===== config.mk =====
export PLATFORM = sky130hd
export DESIGN_NAME = pwl_ctrl
export DESIGN_NICKNAME = d
export VERILOG_FILES = /design/src/hw/rtl/pwl_pkg.sv /design/src/hw/rtl/pwl_ctrl.sv
export SDC_FILE = /design/constraint.sdc
export NUM_CORES = 1
export LEC_CHECK = 0
export ABC_AREA = 1
export BUFFER_PORTS_ARGS = -buffer_cell sky130_fd_sc_hd__clkbuf_2
export CAP_MARGIN = 10
export CORE_MARGIN = 2
export CORE_UTILIZATION = 50
export CTS_BUF_LIST = sky130_fd_sc_hd__clkbuf_16
export DETAILED_ROUTE_END_ITERATION = 8
export PLACE_DENSITY = 0.85
export SETUP_SLACK_MARGIN = 0.4
export SLEW_MARGIN = 20
export SYNTH_ARGS = -nofsm -noshare
export SYNTH_HDL_FRONTEND = slang
export SYNTH_SLANG_ARGS = --single-unit
export TNS_END_PERCENT = 10

===== constraint.sdc =====
create_clock -name clk -period 1.7 [get_ports clk]
set_clock_uncertainty 0.15 [all_clocks]
set_input_delay 0.17 -clock clk [delete_from_list [all_inputs] [get_ports clk]]
set_output_delay 0.17 -clock clk [all_outputs]
set_load 0.02 [all_outputs]

===== src/hw/rtl/pwl_pkg.sv =====
`timescale 1ns / 1ps

package pwl_pkg;

  localparam int PWL_MAX_POINTS_DEF = 64;
  localparam int PWL_FRAC_BITS_DEF  = 16;

  typedef enum logic [1:0] {
    CMD_CLEAR = 2'd0,
    CMD_LOAD  = 2'd1,
    CMD_EVAL  = 2'd2,
    CMD_INTEG = 2'd3
  } pwl_cmd_t;

  typedef enum logic [2:0] {
    ST_OK    = 3'd0,
    ST_RANGE = 3'd1,
    ST_DUP   = 3'd2,
    ST_FULL  = 3'd3,
    ST_EMPTY = 3'd4,
    ST_ZERO  = 3'd5
  } pwl_status_t;

  // datapath micro-operations, one per controller step
  typedef enum logic [4:0] {
    UOP_NONE,
    UOP_LATCH,
    UOP_CLEAR,
    UOP_RESULT,
    UOP_RD_ZERO,
    UOP_EV_FIRST,
    UOP_EV_HIT,
    UOP_SRCH_INIT,
    UOP_SRCH_RD,
    UOP_SRCH_STEP,
    UOP_RD_LO,
    UOP_SH_INIT,
    UOP_SH_RD,
    UOP_SH_WR,
    UOP_LD_PUT,
    UOP_RD_LOM1,
    UOP_EV_P0,
    UOP_EV_P1,
    UOP_MUL,
    UOP_EV_DIV,
    UOP_EV_END,
    UOP_INT_INIT,
    UOP_IN_FIRST,
    UOP_IN_SEG,
    UOP_IN_ACC,
    UOP_IN_FIN,
    UOP_IN_END,
    UOP_OUT_LOAD
  } pwl_uop_t;

  typedef struct packed {
    pwl_uop_t    uop;
    pwl_status_t code;
  } pwl_dp_cmd_t;

  typedef struct packed {
    pwl_cmd_t cmd;
    logic     full;
    logic     empty;
    logic     one_point;
    logic     arg_lt_first;
    logic     arg_gt_last;
    logic     arg_eq_last;
    logic     lo_lt_hi;
    logic     lo_lt_cnt;
    logic     dup;
    logic     idx_gt_lo;
    logic     idx_last;
    logic     div_done;
  } pwl_dp_stat_t;

endpackage


===== src/hw/rtl/pwl_ctrl.sv =====
`timescale 1ns / 1ps

module pwl_ctrl (
  input  logic                  clk,
  input  logic                  rst_n,
  input  logic                  in_valid,
  output logic                  in_ready,
  output logic                  out_valid,
  input  logic                  out_ready,
  input  pwl_pkg::pwl_dp_stat_t dp_stat,
  output pwl_pkg::pwl_dp_cmd_t  dp_cmd
);
  import pwl_pkg::*;

  typedef enum logic [19:0] {
    S_IDLE     = 20'h00001,
    S_DISP     = 20'h00002,
    S_EV_FIRST = 20'h00004,
    S_EV_LAST  = 20'h00008,
    S_STEST    = 20'h00010,
    S_SCMP     = 20'h00020,
    S_LD_DUP   = 20'h00040,
    S_LD_SH    = 20'h00080,
    S_LD_WR    = 20'h00100,
    S_EV_P0    = 20'h00200,
    S_EV_P1    = 20'h00400,
    S_EV_MUL   = 20'h00800,
    S_EV_DIV   = 20'h01000,
    S_DWAIT    = 20'h02000,
    S_IN_FIRST = 20'h04000,
    S_IN_SEG   = 20'h08000,
    S_IN_MUL   = 20'h10000,
    S_IN_ACC   = 20'h20000,
    S_IN_FIN   = 20'h40000,
    S_DONE     = 20'h80000
  } pwl_state_t;

  pwl_state_t state_r, state_nxt;
  logic       out_valid_r, out_valid_nxt;

  always_comb begin
    state_nxt   = state_r;
    dp_cmd.uop  = UOP_NONE;
    dp_cmd.code = ST_OK;
    unique case (state_r)
      S_IDLE: begin
        if (in_valid) begin
          dp_cmd.uop = UOP_LATCH;
          state_nxt  = S_DISP;
        end
      end
      S_DISP: begin
        unique case (dp_stat.cmd)
          CMD_CLEAR: begin
            dp_cmd.uop = UOP_CLEAR;
            state_nxt  = S_DONE;
          end
          CMD_LOAD: begin
            if (dp_stat.full) begin
              dp_cmd.uop  = UOP_RESULT;
              dp_cmd.code = ST_FULL;
              state_nxt   = S_DONE;
            end else begin
              dp_cmd.uop = UOP_SRCH_INIT;
              state_nxt  = S_STEST;
            end
          end
          CMD_EVAL: begin
            if (dp_stat.empty) begin
              dp_cmd.uop  = UOP_RESULT;
              dp_cmd.code = ST_EMPTY;
              state_nxt   = S_DONE;
            end else begin
              dp_cmd.uop = UOP_RD_ZERO;
              state_nxt  = S_EV_FIRST;
            end
          end
          default: begin
            priority if (dp_stat.empty) begin
              dp_cmd.uop  = UOP_RESULT;
              dp_cmd.code = ST_EMPTY;
              state_nxt   = S_DONE;
            end else if (dp_stat.one_point) begin
              dp_cmd.uop  = UOP_RESULT;
              dp_cmd.code = ST_ZERO;
              state_nxt   = S_DONE;
            end else begin
              dp_cmd.uop = UOP_INT_INIT;
              state_nxt  = S_IN_FIRST;
            end
          end
        endcase
      end
      S_EV_FIRST: begin
        dp_cmd.uop = UOP_EV_FIRST;
        state_nxt  = S_EV_LAST;
      end
      S_EV_LAST: begin
        priority if (dp_stat.arg_lt_first || dp_stat.arg_gt_last) begin
          dp_cmd.uop  = UOP_RESULT;
          dp_cmd.code = ST_RANGE;
          state_nxt   = S_DONE;
        end else if (dp_stat.arg_eq_last) begin
          dp_cmd.uop = UOP_EV_HIT;
          state_nxt  = S_DONE;
        end else begin
          dp_cmd.uop = UOP_SRCH_INIT;
          state_nxt  = S_STEST;
        end
      end
      S_STEST: begin
        priority if (dp_stat.lo_lt_hi) begin
          dp_cmd.uop = UOP_SRCH_RD;
          state_nxt  = S_SCMP;
        end else if (dp_stat.cmd == CMD_EVAL) begin
          dp_cmd.uop = UOP_RD_LOM1;
          state_nxt  = S_EV_P0;
        end else if (dp_stat.lo_lt_cnt) begin
          dp_cmd.uop = UOP_RD_LO;
          state_nxt  = S_LD_DUP;
        end else begin
          dp_cmd.uop = UOP_SH_INIT;
          state_nxt  = S_LD_SH;
        end
      end
      S_SCMP: begin
        dp_cmd.uop = UOP_SRCH_STEP;
        state_nxt  = S_STEST;
      end
      S_LD_DUP: begin
        if (dp_stat.dup) begin
          dp_cmd.uop  = UOP_RESULT;
          dp_cmd.code = ST_DUP;
          state_nxt   = S_DONE;
        end else begin
          dp_cmd.uop = UOP_SH_INIT;
          state_nxt  = S_LD_SH;
        end
      end
      S_LD_SH: begin
        if (dp_stat.idx_gt_lo) begin
          dp_cmd.uop = UOP_SH_RD;
          state_nxt  = S_LD_WR;
        end else begin
          dp_cmd.uop = UOP_LD_PUT;
          state_nxt  = S_DONE;
        end
      end
      S_LD_WR: begin
        dp_cmd.uop = UOP_SH_WR;
        state_nxt  = S_LD_SH;
      end
      S_EV_P0: begin
        dp_cmd.uop = UOP_EV_P0;
        state_nxt  = S_EV_P1;
      end
      S_EV_P1: begin
        dp_cmd.uop = UOP_EV_P1;
        state_nxt  = S_EV_MUL;
      end
      S_EV_MUL: begin
        dp_cmd.uop = UOP_MUL;
        state_nxt  = S_EV_DIV;
      end
      S_EV_DIV: begin
        dp_cmd.uop = UOP_EV_DIV;
        state_nxt  = S_DWAIT;
      end
      S_DWAIT: begin
        if (dp_stat.div_done) begin
          dp_cmd.uop = (dp_stat.cmd == CMD_EVAL) ? UOP_EV_END : UOP_IN_END;
          state_nxt  = S_DONE;
        end
      end
      S_IN_FIRST: begin
        dp_cmd.uop = UOP_IN_FIRST;
        state_nxt  = S_IN_SEG;
      end
      S_IN_SEG: begin
        dp_cmd.uop = UOP_IN_SEG;
        state_nxt  = S_IN_MUL;
      end
      S_IN_MUL: begin
        dp_cmd.uop = UOP_MUL;
        state_nxt  = S_IN_ACC;
      end
      S_IN_ACC: begin
        dp_cmd.uop = UOP_IN_ACC;
        state_nxt  = dp_stat.idx_last ? S_IN_FIN : S_IN_SEG;
      end
      S_IN_FIN: begin
        dp_cmd.uop = UOP_IN_FIN;
        state_nxt  = S_DWAIT;
      end
      S_DONE: begin
        if (!out_valid_r || out_ready) begin
          dp_cmd.uop = UOP_OUT_LOAD;
          state_nxt  = S_IDLE;
        end
      end
      default: state_nxt = S_IDLE;
    endcase
  end

  always_comb begin
    out_valid_nxt = out_valid_r;
    priority if (dp_cmd.uop == UOP_OUT_LOAD) out_valid_nxt = 1'b1;
    else if (out_ready) out_valid_nxt = 1'b0;
  end

  always_ff @(posedge clk) begin
    if (!rst_n) begin
      state_r     <= S_IDLE;
      out_valid_r <= 1'b0;
    end else begin
      state_r     <= state_nxt;
      out_valid_r <= out_valid_nxt;
    end
  end

  assign in_ready  = state_r == S_IDLE;
  assign out_valid = out_valid_r;

endmodule

==> results.py <==
metrics = {
    "sta": {
        "fin_ws_ns": -0.725,
        "fmax_ghz": 0.412,
        "tightest_slew_ns": 0.399,
        "hold_viol": 0,
        "setup_viol": 22,
        "min_period_over_period_pct": 143,
        "period_minus_slack_ns": 2.42,
        "timing.hold.ws_ns": 0.0354,
        "slew-limit-headroom_pct": 73.3,
        "rsz0062_at_grt": "yes",
        "drv_slew": 0,
    },
    "drt": {
        "num_vias": 2440,
        "ant_nets": 0,
        "drt-initial-drc-count": 308,
        "drt_wl_total_um": 7900,
        "wl_per_cell_um": 21.8,
        "drc": 0,
        "first_pass_iters": 6,
        "via_per_inst": 6.74,
    },
    "synth": {
        "synth_seq_cells": 21,
        "synth_nets": 262,
        "synthSimpleGateAreaFrac_pct": 53.1,
        "ys_seq_area_share_pct": 26.9,
        "synth_common_cells": "41 x nand2_1, 38 x inv_1, 31 x nor2_1",
        "synth_top_area_cell": "dfxtp_1",
        "syn_avg_cell_area_um2": 6.39,
        "synth_most_common_cell": "nand2_1",
        "synth_xor_area_share_pct": 0,
        "synth_flop_cell": "dfxtp_1",
        "ys_warn_count": 0,
        "post_synth_num_cell_types": 31,
        "synthArstFlopShare_pct": 0,
        "synthAdderAreaFrac_pct": 0,
        "synth_top_family_by_area": "simple AND/OR/NAND/NOR gates",
        "synth.top_cell.area_share_pct": 26.9,
        "synth_compound_area_share_pct": 8.18,
        "netlist_area_um2": 1560,
        "synth_edf_count": 0,
        "synth.area.top_cells": "dfxtp_1 27%, nand2_1 9.9%, nand3_1 9.6%",
        "syn_inst": 244,
        "muxShareOfSynthArea_pct": 0,
    },
    "floorplan": {
        "io_pins": 28,
        "start_util_pct": 52.0,
        "dieArea_um2": 3580,
        "die-width_um": 59.9,
        "num_rows": 20,
        "die_y_um": 59.9,
        "core-area_um2": 3000,
    },
    "global_routing": {
        "grt_pass1_wl_um": 10000,
        "use_met2_pct": 62.4,
        "overflow": 0,
        "grt_usage_pct": 38.8,
        "busiest_layer": "met2",
        "first_global_vias": 2068,
        "grt.met3_usage_pct": 10.6,
        "use_met1_pct": 44.6,
        "grt_max_degree": 13,
        "antenna_found_initial": 0,
    },
    "flow_run": {
        "maxCapViolCount": 0,
    },
    "pwr": {
        "fin_total_pwr_uw": 2390,
        "p_leak_uw": 0.00126,
        "cellPowerDensity_nw_per_um2": 932,
        "vdd_ir_drop_max_mv": 0.541,
    },
    "clock_tree": {
        "cts-root-buf": "clkbuf_16",
        "cts_tree": "yes",
        "clk_path_buf_depth": 2,
        "htreeDepth": 1,
        "path_clk_slew_ns": 0.06,
        "worstSkewPairLatency_ns": 0.27,
        "clock_sinks": 21,
        "cts_made_buffers": 3,
    },
    "outcome": {
        "status": "complete, but fails checks",
        "violations": "negative setup slack",
    },
    "placement": {
        "numPortBuffers": 27,
        "gp_congestion": 0.976,
        "place_hpwl_um": 4080,
        "dp.cells": 347,
    },
    "worst_setup_path": {
        "end_kind": "output port",
        "crit_path_start_kind": "flop",
        "r2r_start": "state_r[0]",
        "cp.required_ns": 1.38,
        "reg2reg_depth": 12,
        "rrSetupSlack_ns": -0.31,
        "crit_start": "state_r[16]",
        "r2r-end": "state_r[0]",
        "arrival_ns": 2.10,
        "critPathKind": "flop to output port",
        "crit_fanout": 10,
        "cp-endpoint": "dp_cmd[7]",
    },
    "cells_and_area": {
        "drive_gt1_share_pct": 48.8,
        "final_cells": 362,
        "n_fill_cell": 147,
        "final_nets": 347,
        "area_delta_synth_final_pct": 64.1,
    },
    "min_path": {
        "min_path_type": "input pin to flop",
    },
}
## stage by stage
| step | util, % | setup slack [ns] | TNS (ns) | cell area [µm²] |
|---|---|---|---|---|
| global route | 85.2 | -0.729 | -8.15 | 2560 |
| detailed placement | 70.8 | -0.201 | -2.50 | 2120 |
| finish | 85.3 | -0.725 | -7.18 | 2560 |
| global placement | 70.8 | -0.142 | -1.63 | 2120 |
| CTS | 80.6 | -0.372 | -4.02 | 2420 |
| floorplan | - | 0.0639 | 0 | 1620 |
## critical path, stage by stage (launching register included)
cell and delay, ns:
dfxtp_1 0.39, nor2_4 0.06, nand2_4 0.10, nor2_4 0.06
buf_12 0.14, nand3_1 0.14, nand2_1 0.18, nor2_1 0.38
o2111ai_2 0.19, clkbuf_8 0.19
## worst min-delay path by stage
stage | start | endpoint | cells past startpoint
after floorplan | rst_n | state_r[0] | 1
after global placement | dp_stat[5] | state_r[6] | 2
after detailed placement | dp_stat[5] | state_r[6] | 2
after CTS | dp_stat[2] | state_r[8] | 3
after global routing | rst_n | state_r[0] | 2
final | rst_n | state_r[0] | 2
## cells by family after synthesis
group,Yosys count
compound gates,20
buf+inv,45
flops,21
simple gates,158
## state kept, by name, summed over array words and instances (netlist names)
name	flops
state_r	20
out_valid	1
## area by class of cell
class / count / area, µm² / share of cell area, %
Sequential cell: 21 / 433 / 16.9
Clock buffer: 3 / 75.1 / 2.93
Clock inverter: 1 / 5.00 / 0.196
Multi-Input combinational cell: 179 / 1220 / 47.7
Tap cell: 33 / 41.3 / 1.61
Antenna cell: 1 / 2.50 / 0.0978
Inverter: 42 / 160 / 6.26
Timing Repair Buffer: 82 / 623 / 24.3
## layout by cell type (no fill, tap or decap), types with 3 or more instances in the layout
master,Yosys,layout
dfxtp_1,21,11
nand3_4,1,5
nor2_4,7,16
nand4_1,5,5
nand2_1,41,37
nor3_1,23,17
clkbuf_8,0,4
clkbuf_2,0,20
nor2_2,3,5
buf_4,0,50
buf_6,2,4
dfxtp_2,0,10
a21oi_1,7,6
inv_2,3,3
nor3_2,0,6
nor2_1,31,21
nand2_2,4,5
nand3_1,30,22
nand3_2,4,8
inv_1,38,37
clkbuf_16,0,3
nand2_4,2,5
## per-layer routing
| metal | share of wire, % | vias up |
|---|---|---|
| li1 | - | 983 |
| met1 | 34 | 1046 |
| met2 | 43 | 300 |
| met3 | 13 | 111 |
| met4 | 11 | 0 |
| met5 | 0 | - |
## timing repair
item,CTS,global route
gates cloned,1,0
resized for setup,45,25
hold buffers,2,0
setup buffers,4,3
pin swaps,19,9
setup endpoints to repair,30,30
hold endpoints to repair,2,0
## power by group
| part | internal (µW) | switching, µW | total [µW] | leakage, µW |
|---|---|---|---|---|
| clock | 317 | 208 | 526 | 0.0000409 |
| sequential | 527 | 38.5 | 565 | 0.000175 |
| combinational | 522 | 773 | 1300 | 0.00104 |
No activity file was read; power rests on OpenSTA's default activity.
